$ cat config.mk
export PLATFORM = sky130hd
export DESIGN_NAME = pick_place_motion_sequencer
export DESIGN_NICKNAME = d
export VERILOG_FILES = /design/src/rtl/ppms_pkg.sv /design/src/rtl/pick_place_motion_sequencer.sv
export SDC_FILE = /design/constraint.sdc
export NUM_CORES = 1
export LEC_CHECK = 0
export ABC_CLOCK_PERIOD_IN_PS = 9600
export BUFFER_PORTS_ARGS = -buffer_cell sky130_fd_sc_hd__buf_2
export CAP_MARGIN = 0
export CORE_ASPECT_RATIO = 0.75
export CORE_UTILIZATION = 45
export CTS_CLUSTER_DIAMETER = 60
export DETAILED_ROUTE_END_ITERATION = 12
export SLEW_MARGIN = 0
export SYNTH_ARGS = -nofsm -noshare
export SYNTH_HDL_FRONTEND = slang
export SYNTH_SLANG_ARGS = --single-unit
$ cat constraint.sdc
create_clock -name clk_i -period 9.6 [get_ports clk_i]
set_input_delay 1.44 -clock clk_i [delete_from_list [all_inputs] [get_ports clk_i]]
set_output_delay 1.44 -clock clk_i [all_outputs]
set_load 0.005 [all_outputs]
$ cat src/rtl/ppms_pkg.sv
// Package for the pick and place motion sequencer: types, codes and coordinate tables.
`timescale 1ns / 1ps

package ppms_pkg;

  // Default sizes
  localparam int BoardCellsDefault = 9;
  localparam int PieceSlotsDefault = 10;
  localparam int TimerBitsDefault  = 16;

  // Field widths
  localparam int CoordBits = 18;
  localparam int XyBits    = 2 * CoordBits;
  localparam int CfgIdxBits  = 3;
  localparam int CfgDataBits = 16;

  // Configuration register indexes
  localparam logic [CfgIdxBits-1:0] CFG_ROTATE   = 3'd0;
  localparam logic [CfgIdxBits-1:0] CFG_CHEAT    = 3'd1;
  localparam logic [CfgIdxBits-1:0] CFG_DWELL    = 3'd2;
  localparam logic [CfgIdxBits-1:0] CFG_AXIS     = 3'd3;
  localparam logic [CfgIdxBits-1:0] CFG_SPEED    = 3'd4;
  localparam logic [CfgIdxBits-1:0] CFG_ACCEL    = 3'd5;
  localparam logic [CfgIdxBits-1:0] CFG_ABSOLUTE = 3'd6;

  // Configuration reset values
  localparam logic [15:0] DWELL_RESET = 16'd700;
  localparam logic [15:0] AXIS_RESET  = 16'd1500;
  localparam logic [15:0] SPEED_RESET = 16'd300;
  localparam logic [7:0]  ACCEL_RESET = 8'd0;

  // Input kinds
  localparam logic KIND_TICK  = 1'b0;
  localparam logic KIND_START = 1'b1;

  // Actuator and motor codes
  localparam logic [1:0] SERVO_NONE  = 2'd0;
  localparam logic [1:0] SERVO_LOWER = 2'd1;
  localparam logic [1:0] SERVO_RAISE = 2'd2;
  localparam logic [1:0] MAG_NONE    = 2'd0;
  localparam logic [1:0] MAG_ON      = 2'd1;
  localparam logic [1:0] MAG_OFF     = 2'd2;
  localparam logic [1:0] AXIS_X      = 2'd1;
  localparam logic [1:0] AXIS_Y      = 2'd2;

  // Placement sequencer steps
  typedef enum logic [4:0] {
    P_IDLE, P_MOVE_PICK, P_WAIT_ARR1, P_LOWER1, P_WAIT_LOWER1, P_MAG_ON,
    P_WAIT_MAG_ON, P_RAISE1, P_WAIT_RAISE1, P_MOVE_DROP, P_WAIT_ARR2, P_LOWER2,
    P_WAIT_LOWER2, P_MAG_OFF, P_WAIT_MAG_OFF, P_RAISE2, P_WAIT_RAISE2,
    P_MOVE_ZERO, P_WAIT_ZERO, P_DONE
  } place_step_e;

  // Two-axis move steps
  typedef enum logic [2:0] {
    M_IDLE, M_SET_X, M_WAIT_X, M_SET_Y, M_WAIT_Y, M_DONE
  } motion_step_e;

  // Input transaction
  typedef struct packed {
    logic       kind;
    logic [3:0] piece_slot;
    logic [3:0] board_cell;
  } ppms_in_t;

  // Result transaction
  typedef struct packed {
    logic                 accepted;
    logic                 motor_cmd_valid;
    logic [1:0]           motor_axis;
    logic                 motor_direction;
    logic [CoordBits-1:0] motor_target;
    logic [15:0]          motor_speed;
    logic [7:0]           motor_accel;
    logic                 motor_absolute;
    logic [1:0]           servo_cmd;
    logic [1:0]           magnet_cmd;
    logic                 place_busy;
    logic                 motion_busy;
  } ppms_out_t;

  // Pack a coordinate pair: x in the low half, y in the high half
  function automatic logic [XyBits-1:0] xy(input int unsigned x, input int unsigned y);
    logic [31:0] xv;
    logic [31:0] yv;
    xv = x;
    yv = y;
    return {yv[CoordBits-1:0], xv[CoordBits-1:0]};
  endfunction

  // Normal board layout; unlisted cells read (0,0)
  function automatic logic [XyBits-1:0] board_xy(input logic [3:0] i);
    logic [XyBits-1:0] r;
    case (i)
      4'd0:    r = xy(4500, 9500);
      4'd1:    r = xy(7200, 7200);
      4'd2:    r = xy(9500, 5000);
      4'd3:    r = xy(7000, 12000);
      4'd4:    r = xy(9500, 9500);
      4'd5:    r = xy(142000, 7000);
      4'd6:    r = xy(9300, 14300);
      4'd7:    r = xy(11800, 9300);
      4'd8:    r = xy(14100, 9600);
      default: r = '0;
    endcase
    return r;
  endfunction

  // Rotated board layout
  function automatic logic [XyBits-1:0] rotated_xy(input logic [3:0] i);
    logic [XyBits-1:0] r;
    case (i)
      4'd0:    r = xy(8000, 8000);
      4'd1:    r = xy(8000, 11500);
      4'd2:    r = xy(11500, 8000);
      4'd3:    r = xy(8000, 15000);
      4'd4:    r = xy(11500, 11500);
      4'd5:    r = xy(15000, 8000);
      4'd6:    r = xy(15000, 10000);
      4'd7:    r = xy(10000, 15000);
      4'd8:    r = xy(15000, 15000);
      default: r = '0;
    endcase
    return r;
  endfunction

  // Piece slot positions
  function automatic logic [XyBits-1:0] slot_xy(input logic [3:0] i);
    logic [XyBits-1:0] r;
    case (i)
      4'd0:    r = xy(0, 13500);
      4'd1:    r = xy(2000, 15500);
      4'd2:    r = xy(4000, 17500);
      4'd3:    r = xy(6000, 19500);
      4'd4:    r = xy(8000, 21500);
      4'd5:    r = xy(13500, 0);
      4'd6:    r = xy(15500, 2000);
      4'd7:    r = xy(17500, 4000);
      4'd8:    r = xy(19500, 6000);
      4'd9:    r = xy(21500, 8000);
      default: r = '0;
    endcase
    return r;
  endfunction

endpackage

$ cat src/rtl/pick_place_motion_sequencer.sv
// A result appears on the output register in the cycle after its transaction.
// Throughput: one transaction per cycle; the single result register sets the pace
// and the input takes a new transaction whenever that register is empty or drained.
// Reset (asynchronous, active low): both sequencers idle, timers and coordinates
// cleared, configuration at its documented defaults, no result pending.
`timescale 1ns / 1ps

module pick_place_motion_sequencer
  import ppms_pkg::*;
#(
  parameter int BOARD_CELLS = BoardCellsDefault,
  parameter int PIECE_SLOTS = PieceSlotsDefault,
  parameter int TIMER_BITS  = TimerBitsDefault
) (
  input  logic                   clk_i,
  input  logic                   rst_ni,
  // Configuration write channel
  input  logic                   cfg_valid_i,
  output logic                   cfg_ready_o,
  input  logic [CfgIdxBits-1:0]  cfg_index_i,
  input  logic [CfgDataBits-1:0] cfg_data_i,
  // Input channel
  input  logic                   in_valid_i,
  output logic                   in_stall_o,
  input  ppms_in_t               in_data_i,
  // Result channel
  output logic                   out_valid_o,
  input  logic                   out_stall_i,
  output ppms_out_t              out_data_o
);

  localparam int CmpBits = (TIMER_BITS > 16) ? TIMER_BITS : 16;

  // Configuration registers
  logic        rotate_q, cheat_q, absolute_q;
  logic [15:0] dwell_q, axis_wait_q, speed_q;
  logic [7:0]  accel_q;

  // Sequencer state
  place_step_e           pstep_q, pstep_d;
  motion_step_e          mstep_q, mstep_d, mstep_mid;
  logic [TIMER_BITS-1:0] ptimer_q, ptimer_d, mtimer_q, mtimer_d;
  logic [XyBits-1:0]     pick_q, pick_d, drop_q, drop_d, target_q, target_d;

  // Result register
  logic      out_valid_q;
  ppms_out_t out_data_q, res;

  logic in_fire;

  assign cfg_ready_o = 1'b1;
  assign in_stall_o  = out_valid_q & out_stall_i;
  assign in_fire     = in_valid_i & ~in_stall_o;
  assign out_valid_o = out_valid_q;
  assign out_data_o  = out_data_q;

  // Saturating tick count
  function automatic logic [TIMER_BITS-1:0] tick_inc(input logic [TIMER_BITS-1:0] t);
    return (t == '1) ? t : t + 1'b1;
  endfunction

  // Wait is over once the count reaches the limit
  function automatic logic wait_done(input logic [TIMER_BITS-1:0] t,
                                     input logic [15:0] lim);
    return CmpBits'(t) >= CmpBits'(lim);
  endfunction

  // Configuration writes
  always_ff @(posedge clk_i or negedge rst_ni) begin
    if (!rst_ni) begin
      rotate_q    <= 1'b0;
      cheat_q     <= 1'b0;
      dwell_q     <= DWELL_RESET;
      axis_wait_q <= AXIS_RESET;
      speed_q     <= SPEED_RESET;
      accel_q     <= ACCEL_RESET;
      absolute_q  <= 1'b1;
    end else if (cfg_valid_i && cfg_ready_o) begin
      case (cfg_index_i)
        CFG_ROTATE:   rotate_q    <= cfg_data_i[0];
        CFG_CHEAT:    cheat_q     <= cfg_data_i[0];
        CFG_DWELL:    dwell_q     <= cfg_data_i;
        CFG_AXIS:     axis_wait_q <= cfg_data_i;
        CFG_SPEED:    speed_q     <= cfg_data_i;
        CFG_ACCEL:    accel_q     <= cfg_data_i[7:0];
        CFG_ABSOLUTE: absolute_q  <= cfg_data_i[0];
        default: ;
      endcase
    end
  end

  // Next state and result for one transaction
  always_comb begin
    logic busy, ok, mbusy;
    pstep_d   = pstep_q;
    mstep_d   = mstep_q;
    ptimer_d  = ptimer_q;
    mtimer_d  = mtimer_q;
    pick_d    = pick_q;
    drop_d    = drop_q;
    target_d  = target_q;
    res       = '0;
    busy      = (pstep_q != P_IDLE) || (mstep_q != M_IDLE);
    mbusy     = (mstep_q != M_IDLE);
    ok        = ({1'b0, in_data_i.piece_slot} < 5'(PIECE_SLOTS)) &&
                ({1'b0, in_data_i.board_cell} < 5'(BOARD_CELLS));
    if (cheat_q && ({1'b0, in_data_i.piece_slot} >= 5'(BOARD_CELLS))) begin
      ok = 1'b0;
    end

    if (in_data_i.kind == KIND_START) begin
      // Start: latch coordinates when free and in range
      if (!busy && ok) begin
        if (cheat_q) begin
          pick_d = board_xy(in_data_i.piece_slot);
          drop_d = board_xy(in_data_i.board_cell);
        end else begin
          pick_d = slot_xy(in_data_i.piece_slot);
          drop_d = rotate_q ? rotated_xy(in_data_i.board_cell)
                            : board_xy(in_data_i.board_cell);
        end
        pstep_d      = P_MOVE_PICK;
        ptimer_d     = '0;
        res.accepted = 1'b1;
      end
      mstep_mid = mstep_q;
    end else begin
      // Placement step runs first
      case (pstep_q)
        P_IDLE: ;
        P_MOVE_PICK: begin
          target_d = pick_q; mstep_d = M_SET_X; mtimer_d = '0; pstep_d = P_WAIT_ARR1;
        end
        P_WAIT_ARR1: if (!mbusy) pstep_d = P_LOWER1;
        P_LOWER1: begin
          res.servo_cmd = SERVO_LOWER; ptimer_d = '0; pstep_d = P_WAIT_LOWER1;
        end
        P_WAIT_LOWER1: begin
          ptimer_d = tick_inc(ptimer_q);
          if (wait_done(ptimer_d, dwell_q)) pstep_d = P_MAG_ON;
        end
        P_MAG_ON: begin
          res.magnet_cmd = MAG_ON; ptimer_d = '0; pstep_d = P_WAIT_MAG_ON;
        end
        P_WAIT_MAG_ON: begin
          ptimer_d = tick_inc(ptimer_q);
          if (wait_done(ptimer_d, dwell_q)) pstep_d = P_RAISE1;
        end
        P_RAISE1: begin
          res.servo_cmd = SERVO_RAISE; ptimer_d = '0; pstep_d = P_WAIT_RAISE1;
        end
        P_WAIT_RAISE1: begin
          ptimer_d = tick_inc(ptimer_q);
          if (wait_done(ptimer_d, dwell_q)) pstep_d = P_MOVE_DROP;
        end
        P_MOVE_DROP: begin
          target_d = drop_q; mstep_d = M_SET_X; mtimer_d = '0; pstep_d = P_WAIT_ARR2;
        end
        P_WAIT_ARR2: if (!mbusy) pstep_d = P_LOWER2;
        P_LOWER2: begin
          res.servo_cmd = SERVO_LOWER; ptimer_d = '0; pstep_d = P_WAIT_LOWER2;
        end
        P_WAIT_LOWER2: begin
          ptimer_d = tick_inc(ptimer_q);
          if (wait_done(ptimer_d, dwell_q)) pstep_d = P_MAG_OFF;
        end
        P_MAG_OFF: begin
          res.magnet_cmd = MAG_OFF; ptimer_d = '0; pstep_d = P_WAIT_MAG_OFF;
        end
        P_WAIT_MAG_OFF: begin
          ptimer_d = tick_inc(ptimer_q);
          if (wait_done(ptimer_d, dwell_q)) pstep_d = P_RAISE2;
        end
        P_RAISE2: begin
          res.servo_cmd = SERVO_RAISE; ptimer_d = '0; pstep_d = P_WAIT_RAISE2;
        end
        P_WAIT_RAISE2: begin
          ptimer_d = tick_inc(ptimer_q);
          if (wait_done(ptimer_d, dwell_q)) pstep_d = P_MOVE_ZERO;
        end
        P_MOVE_ZERO: begin
          target_d = '0; mstep_d = M_SET_X; mtimer_d = '0; pstep_d = P_WAIT_ZERO;
        end
        P_WAIT_ZERO: if (!mbusy) pstep_d = P_DONE;
        default: pstep_d = P_IDLE;
      endcase

      // Motion step sees what the placement step left
      mstep_mid = mstep_d;
      case (mstep_mid)
        M_IDLE: ;
        M_SET_X: begin
          res.motor_cmd_valid = 1'b1;
          res.motor_axis      = AXIS_X;
          res.motor_direction = 1'b0;
          res.motor_target    = target_d[CoordBits-1:0];
          res.motor_speed     = speed_q;
          res.motor_accel     = accel_q;
          res.motor_absolute  = absolute_q;
          mtimer_d            = '0;
          mstep_d             = M_WAIT_X;
        end
        M_WAIT_X: begin
          mtimer_d = tick_inc(mtimer_d);
          if (wait_done(mtimer_d, axis_wait_q)) mstep_d = M_SET_Y;
        end
        M_SET_Y: begin
          res.motor_cmd_valid = 1'b1;
          res.motor_axis      = AXIS_Y;
          res.motor_direction = 1'b1;
          res.motor_target    = target_d[XyBits-1:CoordBits];
          res.motor_speed     = speed_q;
          res.motor_accel     = accel_q;
          res.motor_absolute  = absolute_q;
          mtimer_d            = '0;
          mstep_d             = M_WAIT_Y;
        end
        M_WAIT_Y: begin
          mtimer_d = tick_inc(mtimer_d);
          if (wait_done(mtimer_d, axis_wait_q)) mstep_d = M_DONE;
        end
        default: mstep_d = M_IDLE;
      endcase
    end

    res.place_busy  = (pstep_d != P_IDLE);
    res.motion_busy = (mstep_d != M_IDLE);
  end

  // Sequencer state registers
  always_ff @(posedge clk_i or negedge rst_ni) begin
    if (!rst_ni) begin
      pstep_q  <= P_IDLE;
      mstep_q  <= M_IDLE;
      ptimer_q <= '0;
      mtimer_q <= '0;
      pick_q   <= '0;
      drop_q   <= '0;
      target_q <= '0;
    end else if (in_fire) begin
      pstep_q  <= pstep_d;
      mstep_q  <= mstep_d;
      ptimer_q <= ptimer_d;
      mtimer_q <= mtimer_d;
      pick_q   <= pick_d;
      drop_q   <= drop_d;
      target_q <= target_d;
    end
  end

  // Result register
  always_ff @(posedge clk_i or negedge rst_ni) begin
    if (!rst_ni) begin
      out_valid_q <= 1'b0;
    end else if (in_fire) begin
      out_valid_q <= 1'b1;
    end else if (!out_stall_i) begin
      out_valid_q <= 1'b0;
    end
  end

  always_ff @(posedge clk_i) begin
    if (in_fire) begin
      out_data_q <= res;
    end
  end

`ifndef NO_ASSERTIONS
  // A motor command always leaves the move in progress
  assert property (@(posedge clk_i) disable iff (!rst_ni)
    out_valid_o && out_data_o.motor_cmd_valid |-> out_data_o.motion_busy)
    else $error("motor command without move in progress");

  // An accepted start always leaves the placement busy
  assert property (@(posedge clk_i) disable iff (!rst_ni)
    out_valid_o && out_data_o.accepted |-> out_data_o.place_busy)
    else $error("accepted start without placement busy");

  // Actuator commands only come from a running placement
  assert property (@(posedge clk_i) disable iff (!rst_ni)
    out_valid_o && (out_data_o.servo_cmd != SERVO_NONE ||
                    out_data_o.magnet_cmd != MAG_NONE) |-> out_data_o.place_busy)
    else $error("actuator command while placement idle");

  // An accepted transaction always shows up on the result register
  assert property (@(posedge clk_i) disable iff (!rst_ni)
    in_fire |=> out_valid_q)
    else $error("accepted transaction produced no result");
`endif

endmodule
==> results of run 1 <==
-- power breakdown --
part	switching, mW	total, mW	internal, mW
registers	0.178	1.49	1.31
logic	0.499	0.827	0.329
clock network	0.423	0.993	0.570
total	1.10	3.31	2.21
-- routing by layer --
metal	global-route usage (%)	wire length (um)	share of wire [%]	up-vias
met5	0	11	0.032	-
met4	5.00	639	1.9	2
met3	6.21	3080	9.0	50
met2	30.2	13000	38	351
met1	39.3	17600	51	4965
li1	-	-	-	4896
-- sequential cells by signal, summed over array words and instances (netlist names) --
signal	count
ptimer_q	16
axis_wait_q	16
mstep_q	3
pstep_q	5
target_q	36
speed_q	16
mtimer_q	16
dwell_q	16
rotate_q	1
out_valid_o	1
out_data_o	53
drop_q	25
cheat_q	1
accel_q	8
pick_q	27
absolute_q	1
-- final timing paths --
check,end,start,cells past startpoint,slack (ns)
max in group asynchronous,target_q[21],rst_ni,2,7.46
hold reg to reg,drop_q[21],drop_q[21],2,0.49
min in group asynchronous,accel_q[5],rst_ni,1,0.89
hold / removal,drop_q[21],drop_q[21],2,0.49
setup reg to reg,mstep_q[0],pstep_q[4],16,5.63
setup / recovery,mstep_q[0],pstep_q[4],16,5.63
-- area by class of cell --
type / instances / area (um2) / share of cell area, %
clock inverters: 7 / 50.0 / 0.346
multi-input cells: 943 / 6040 / 41.8
flip-flops and latches: 241 / 6320 / 43.7
clock buffers: 43 / 796 / 5.50
inverters: 53 / 199 / 1.38
repair buffers: 105 / 577 / 3.99
well taps: 385 / 482 / 3.33
-- worst min-delay path: stages, from the launching register on --
cell and delay [ns]:
dfrtp_1 0.34, nand2_1 0.05, o21ai_0 0.06
-- kinds of logic after synthesis --
group                      synth area share [%]
adders and majority gates                  4.27
xor gates and xnor gates                   1.63
DFF                                        49.0
muxes                                      4.73
AOI/OAI and AO/OA                          20.4
and+or+nand+nor                            15.5
other                                    0.0291
buffers and inverters                      4.51
-- per-stage QoR --
| stage | setup slack (ns) | std cells | util (%) | cell area [um2] |
|---|---|---|---|---|
| floorplan | 5.46 | 1331 | - | 12900 |
| global placement | 5.13 | 1727 | 48.4 | 13600 |
| detailed placement | 5.08 | 1727 | 48.4 | 13600 |
| CTS | 5.66 | 1777 | 51.4 | 14500 |
| global route | 5.29 | 1777 | 51.4 | 14500 |
| finish | 5.63 | 1777 | 51.4 | 14500 |
-- synth_stat cells, types with 24 or more instances --
cell,instances
edfxtp_1,53
nor2_1,130
dfrtp_1,170
o21ai_0,129
a22o_1,26
and2_1,43
mux2_2,48
clkbuf_1,68
inv_1,51
nand2_1,113
ha_1,44
nand3_1,24
a21oi_1,87
==> results.yml, run 1 <==
run_status:
  outcome: "completed"
pwr:
  p_total_mw: 3.31
  ir_drop_v: 0.000126
  p_leak_nw: 6.23
  power.density_mw_per_mm2: 229
logic_synthesis:
  yosysTopAreaCell: "dfrtp_1"
  syn_inst: 1331
  syn_area_mm2: 0.0129
  synth_cell_types: 77
  yosysWarnings: 0
  avgSynthCellArea_um2: 9.70
  synth_seq_cells: 241
  synth-async-reset-ratio_pct: 78.0
  synth_edf_count: 53
  ys_seq_area_share_pct: 49.0
  synthFlopType: "dfrtp_1"
  synth_nets: 1408
  yosys.area.top_type_share_pct: 33.0
  synth_area_leaders: "dfrtp_1 (33%), edfxtp_1 (12%), o21ai_0 (5.0%), ha_1 (4.3%), mux2_2 (4.2%)"
critical_path:
  crit_top_cell: "a21oi_1"
  required_ns: 10.00
  critPathCaptureType: "flop"
  cp.arrival_ns: 4.37
  cp_top_family: "compound AO/OA/AOI/OAI gates"
  path_max_fanout: 30
  worstSetupPathType: "flop to flop"
  critPathBufInv: 1
  max_stage_delay_ns: 0.56
  crit_chain: "a21oi_1, nand2_1, buf_4, and2_1, ha_1, a41o_1, nor3_4, nand3_1, xor2_1, ha_1, a21o_1, a21o_1, a21oi_1, o211ai_1, a21oi_1, a21oi_1"
  slowest_stage: "dfrtp_1"
  start_kind: "flop"
die:
  initial_utilization_pct: 45.9
  io_pins: 90
  dieArea_mm2: 0.0294
  coreArea_mm2: 0.0281
  row_count: 53
  die_w_um: 198
  fp.dieH_um: 149
layout:
  area.growth.synth_to_final_pct: 12.1
  drive_above_1_share_pct: 17.1
  insertedDiodeCount: 0
  final_nets: 1448
  final_common_cell: "dfrtp_1"
  nFillCells: 2659
  final_cell_mix: "dfrtp_1 (170), nor2_1 (130), o21ai_0 (129), nand2_1 (113), buf_2 (87)"
sta:
  max_slew.worst_pin.slew_ns: 1.15
  period_share_pct: 41.4
  hold_ws_ns: 0.485
  clock_skew_ns: 0.0165
  hold_viol: 0
  final_max_slew_viol_count: 0
  period_minus_slack_ns: 3.97
  rsz0062_at_grt: "false"
  fin_tns_setup_ns: 0
  slew_headroom_pct: 22.8
  setup_viol: 0
  max_freq_ghz: 0.252
placed_design:
  place.gp.congestion: 0.908
  dp_hpwl_mm: 23.6
  portBuffers: 88
route:
  wl_per_cell_um: 19.3
  drt_iter0_drc: 1236
  drc: 0
  ant_nets: 0
  viasPerCell: 5.78
  dr.pass1.iters: 5
  drt_wl_total_mm: 34.3
  vias: 10264
global_routing:
  grt_pass1_vias: 9368
  antenna_found_initial: 3
  grt_pass1_wl_mm: 54.6
  grt_max_degree: 71
  track_usage_pct: 23.9
  grt-ovfl-total: 0
cts:
  ctsHtreeMaxLevel: 1
  insertion_delay_ns: 0.55
  cts_tree: "done"
  root_buffer: "clkbuf_16"
  cts_resized: 0
  hold_buffers: 0
  post_cts_buffers: 0
  clockBufferDepth: 3
  cts.sinks: 241
  cts_inserted_buffers: 27
  clk_transition_reported_paths_ns: 0.06
job:
  drv_cap: 0
hold_path:
  hp-class: "flop to flop"
No activity file was read; power rests on OpenSTA's default activity.
==> run 2, diff against run 1 <==
--- a/config.mk
+++ b/config.mk
@@ -5,7 +5,7 @@
 export SDC_FILE = /design/constraint.sdc
 export NUM_CORES = 1
 export LEC_CHECK = 0
-export ABC_CLOCK_PERIOD_IN_PS = 9600
+export ABC_CLOCK_PERIOD_IN_PS = 3400
 export BUFFER_PORTS_ARGS = -buffer_cell sky130_fd_sc_hd__buf_2
 export CAP_MARGIN = 0
 export CORE_ASPECT_RATIO = 0.75
==> constraint.sdc (replaced) <==
create_clock -name clk_i -period 3.4 [get_ports clk_i]
set_input_delay 0.51 -clock clk_i [delete_from_list [all_inputs] [get_ports clk_i]]
set_output_delay 0.51 -clock clk_i [all_outputs]
set_load 0.005 [all_outputs]
==> results.yml, run 2 (same netlist as run 1, synthesis figures left out) <==
run_status:
  outcome: "complete, but fails checks"
  violations: "hold timing"
cts:
  post_cts_buffers: 0
  clk_transition_reported_paths_ns: 0.06
  cts.sinks: 241
  cts_inserted_buffers: 26
  cts_tree: "done"
  ctsHtreeMaxLevel: 1
  root_buffer: "clkbuf_16"
  clockBufferDepth: 3
  insertion_delay_ns: 0.53
global_routing:
  antenna_found_initial: 0
  grt_max_degree: 68
  track_usage_pct: 23.7
  grt-ovfl-total: 0
  met2_usage_pct: 30.5
  grt.busiest_layer: "met1"
  grt_pass1_vias: 9419
  met3_usage_pct: 3.83
  use_met1_pct: 40.8
  grt_pass1_wl_mm: 54.6
layout:
  fin_cells: 1806
  area.growth.synth_to_final_pct: 14.9
  final_nets: 1478
  insertedDiodeCount: 0
  multiInputGateArea_mm2: 0.00607
  final_cell_mix: "dfrtp_1 (170), nor2_1 (130), o21ai_0 (129), nand2_1 (113), buf_2 (87)"
  utilization_pct: 52.8
  final_common_cell: "dfrtp_1"
  nFillCells: 2591
  drive_above_1_share_pct: 19.7
  largest_reg_flops: 53
  seqCellArea_mm2: 0.00632
critical_path:
  path_max_fanout: 5
  critPathCaptureType: "flop"
  cp.arrival_ns: 3.61
  worstSetupPathType: "flop to flop"
  cp-startpoint: "pstep_q[3]"
  r2r-start: "pstep_q[3]"
  required_ns: 3.79
  r2r_slack_ns: 0.18
  start_kind: "flop"
placed_design:
  place.gp.congestion: 0.906
  dp_hpwl_mm: 24.0
  dp_slack_ns: 0.217
  place_inst: 1758
  portBuffers: 88
die:
  dieArea_mm2: 0.0294
  die_w_um: 198
  io_pins: 90
  row_count: 53
  coreArea_mm2: 0.0281
  initial_utilization_pct: 45.9
  fp.dieH_um: 149
sta:
  final_max_slew_viol_count: 0
  final.setup.worst_slack_ns: 0.176
  fin_tns_setup_ns: 0
  max_slew.worst_pin.slew_ns: 0.811
  period_minus_slack_ns: 3.22
  max_freq_ghz: 0.310
  period_share_pct: 94.8
  rsz0062_at_grt: "false"
  hold_viol: 14
  clock_skew_ns: 0.00854
  slew_headroom_pct: 45.7
  setup_viol: 0
  hold_ws_ns: -0.0169
pwr:
  ir_drop_v: 0.000394
  p_leak_nw: 6.42
  power.density_mw_per_mm2: 647
  p_total_mw: 9.59
route:
  drc: 0
  drt_iter0_drc: 973
  wl_per_cell_um: 18.8
  vias: 10348
  dr.pass1.iters: 10
  viasPerCell: 5.73
  ant_nets: 0
  drt_wl_total_mm: 34.0
job:
  drv_cap: 0
hold_path:
  hp-class: "input pin to async pin"
[run 2: timing repair]
action	in CTS	in global routing
endpoints found under the hold margin	0	0
endpoints found under the setup margin	0	1
hold buffers	0	0
gates resized for setup	0	2
[run 2: final cells by class]
class / instances / share of cell area, %
Timing Repair Buffer: 136 / 5.71
Tap cell: 385 / 3.25
Multi-Input combinational cell: 943 / 40.9
Clock inverter: 15 / 1.09
Clock buffer: 33 / 5.12
Inverter: 53 / 1.34
Sequential cell: 241 / 42.6
[run 2: final timing paths]
check	endpoint	cells after the start
max reg2reg	mstep_q[0]	15
min	ptimer_q[1]	1
min in group clk_i	out_valid_o	2
max	mstep_q[0]	15
max in group asynchronous	axis_wait_q[4]	2
min reg2reg	drop_q[13]	2
[run 2: report_power, final]
part | internal (mW) | switching (mW)
combinational | 1.00 | 1.44
clock | 1.81 | 1.20
sequential | 3.69 | 0.457
total | 6.50 | 3.09
[run 2: critical path, cell delays in order (launching register included)]
cell,delay (ns)
dfrtp_1,0.41
a21oi_4,0.20
nand2_1,0.12
and2_1,0.20
ha_2,0.21
a41o_1,0.21
nor3_4,0.25
nand3_2,0.13
xor2_2,0.20
ha_1,0.29
a21o_1,0.18
a21o_1,0.17
a21oi_1,0.19
o211ai_1,0.12
a21oi_1,0.14
a21oi_1,0.05
[run 2: metal layers]
layer	routed length, um	vias to the layer above
li1	-	4943
met4	541	0
met5	0	-
met1	17900	5030
met2	13200	340
met3	2430	35
[run 2: stage by stage]
step	instance area (um2)	hold slack [ns]
detailed placement	13900	0.461
finish	14800	-0.0169
global route	14800	0.0271
global placement	13900	0.455
CTS	14800	0.00200
floorplan	12900	0.214
==> run 3, diff against run 2 <==
--- a/config.mk
+++ b/config.mk
@@ -8,10 +8,11 @@
 export ABC_CLOCK_PERIOD_IN_PS = 3400
 export BUFFER_PORTS_ARGS = -buffer_cell sky130_fd_sc_hd__buf_2
 export CAP_MARGIN = 0
-export CORE_ASPECT_RATIO = 0.75
+export CORE_ASPECT_RATIO = 0.5
 export CORE_UTILIZATION = 45
 export CTS_CLUSTER_DIAMETER = 60
 export DETAILED_ROUTE_END_ITERATION = 12
+export RECOVER_POWER = 25
 export SLEW_MARGIN = 0
 export SYNTH_ARGS = -nofsm -noshare
 export SYNTH_HDL_FRONTEND = slang
==> results.yml, run 3 (same netlist as run 1, synthesis figures left out) <==
pwr:
  ir_drop_v: 0.000350
  power.density_mw_per_mm2: 639
  p_leak_nw: 6.39
global_routing:
  grt_pass1_vias: 9763
  grt_max_degree: 84
  use_met1_pct: 33.4
  grt_pass1_wl_mm: 53.6
  track_usage_pct: 22.9
  antenna_found_initial: 0
  met2_usage_pct: 36.3
  met3_usage_pct: 3.13
  grt-ovfl-total: 0
  grt.busiest_layer: "met2"
run_status:
  outcome: "complete, but fails checks"
  violations: "capacitance limit, slew limit"
die:
  initial_utilization_pct: 46.2
  die_w_um: 242
  io_pins: 90
  dieArea_mm2: 0.0294
  fp.dieH_um: 122
  row_count: 43
  coreArea_mm2: 0.0279
job:
  drv_cap: 1
layout:
  drive_above_1_share_pct: 19.2
  area.growth.synth_to_final_pct: 14.2
  largest_reg_flops: 53
  nFillCells: 2514
  insertedDiodeCount: 0
  final_common_cell: "dfrtp_1"
  multiInputGateArea_mm2: 0.00607
  final_cell_mix: "dfrtp_1 (170), nor2_1 (130), o21ai_0 (128), nand2_1 (113), buf_2 (86)"
  seqCellArea_mm2: 0.00632
  final_nets: 1480
  utilization_pct: 52.8
cts:
  clk_transition_reported_paths_ns: 0.07
  cts_tree: "done"
  insertion_delay_ns: 0.53
  cts_inserted_buffers: 24
  root_buffer: "clkbuf_16"
  hold_buffers: 0
  ctsHtreeMaxLevel: 1
  cts.sinks: 241
  clockBufferDepth: 3
placed_design:
  place.gp.congestion: 0.927
  dp_hpwl_mm: 23.6
  portBuffers: 88
hold_path:
  hp-class: "input pin to flop"
  hold-path-cell-count: 2
critical_path:
  path_max_fanout: 5
  reg2reg_depth: 15
  cp.arrival_ns: 3.57
  required_ns: 3.78
  critPathCaptureType: "flop"
  worstSetupPathType: "flop to flop"
  start_kind: "flop"
sta:
  hold_viol: 0
  fin_tns_setup_ns: 0
  max_freq_ghz: 0.313
  max_slew.worst_pin.slew_ns: 2.22
  hold_ws_ns: 0.191
  final_max_slew_viol_count: 84
  setup_viol: 0
  period_minus_slack_ns: 3.19
  period_share_pct: 93.9
  clock_skew_ns: 0.0161
  slew_headroom_pct: -48.3
route:
  viasPerCell: 5.78
  ant_nets: 0
  drc: 0
  wl_per_cell_um: 18.6
  drt_iter0_drc: 896
  dr.pass1.iters: 5
  vias: 10427
  drt_wl_total_mm: 33.5
## run 3: power by group
group / leakage [nW] / switching (mW) / internal [mW]
Clock: 0.410 / 1.14 / 1.70
Combinational: 3.07 / 1.45 / 1.02
Sequential: 2.91 / 0.424 / 3.69
## run 3: metrics by stage
step,area [um2],power [mW],instances,setup slack [ns]
floorplan,12900,5.73,1331,0.00419
global placement,13900,6.53,1757,0.303
detailed placement,13900,6.60,1757,0.183
CTS,14700,9.45,1801,0.144
global route,14700,9.97,1803,-0.0179
finish,14700,9.42,1803,0.208
## run 3: cell type report
cell class	instances	area share, %
clock buffers	33	4.58
clock inverters	11	1.09
inverters	53	1.35
multi-input cells	943	41.2
flip-flops and latches	241	42.9
well taps	382	3.24
repair buffers	140	5.68
## run 3: worst paths after layout
kind | startpoint | end | slack (ns)
worst max-delay path | pstep_q[3] | mstep_q[0] | 0.21
worst min-delay path | in_valid_i | out_valid_o | 0.19
worst max register to register | pstep_q[3] | mstep_q[0] | 0.21
worst min register to register | drop_q[24] | drop_q[24] | 0.48
max in group asynchronous | rst_ni | accel_q[7] | 0.75
min in group asynchronous | rst_ni | pick_q[24] | 0.60
## run 3: critical path: stages (launching register included)
cell and delay [ns]:
dfrtp_1 0.41, a21oi_4 0.16, nand2_1 0.11, and2_1 0.19
ha_1 0.26, a41o_1 0.23, nor3_4 0.27, nand3_2 0.12
xor2_1 0.18, ha_1 0.29, a21o_1 0.20, a21o_1 0.18
a21oi_1 0.15, o211ai_1 0.10, a21oi_1 0.14, a21oi_1 0.06
## run 3: what timing repair did
action                                  in CTS  in global routing
resized for setup                            0                  5
endpoints found under the hold margin        0                  0
endpoints found under the setup margin       0                  1
setup buffers                                0                  2
## run 3: layer usage
metal	vias up	routed length [um]	share of wire, %
met5	-	0	0
met4	0	554	1.7
met3	44	1910	5.7
met2	330	15200	45
met1	5108	15900	47
li1	4945	-	-
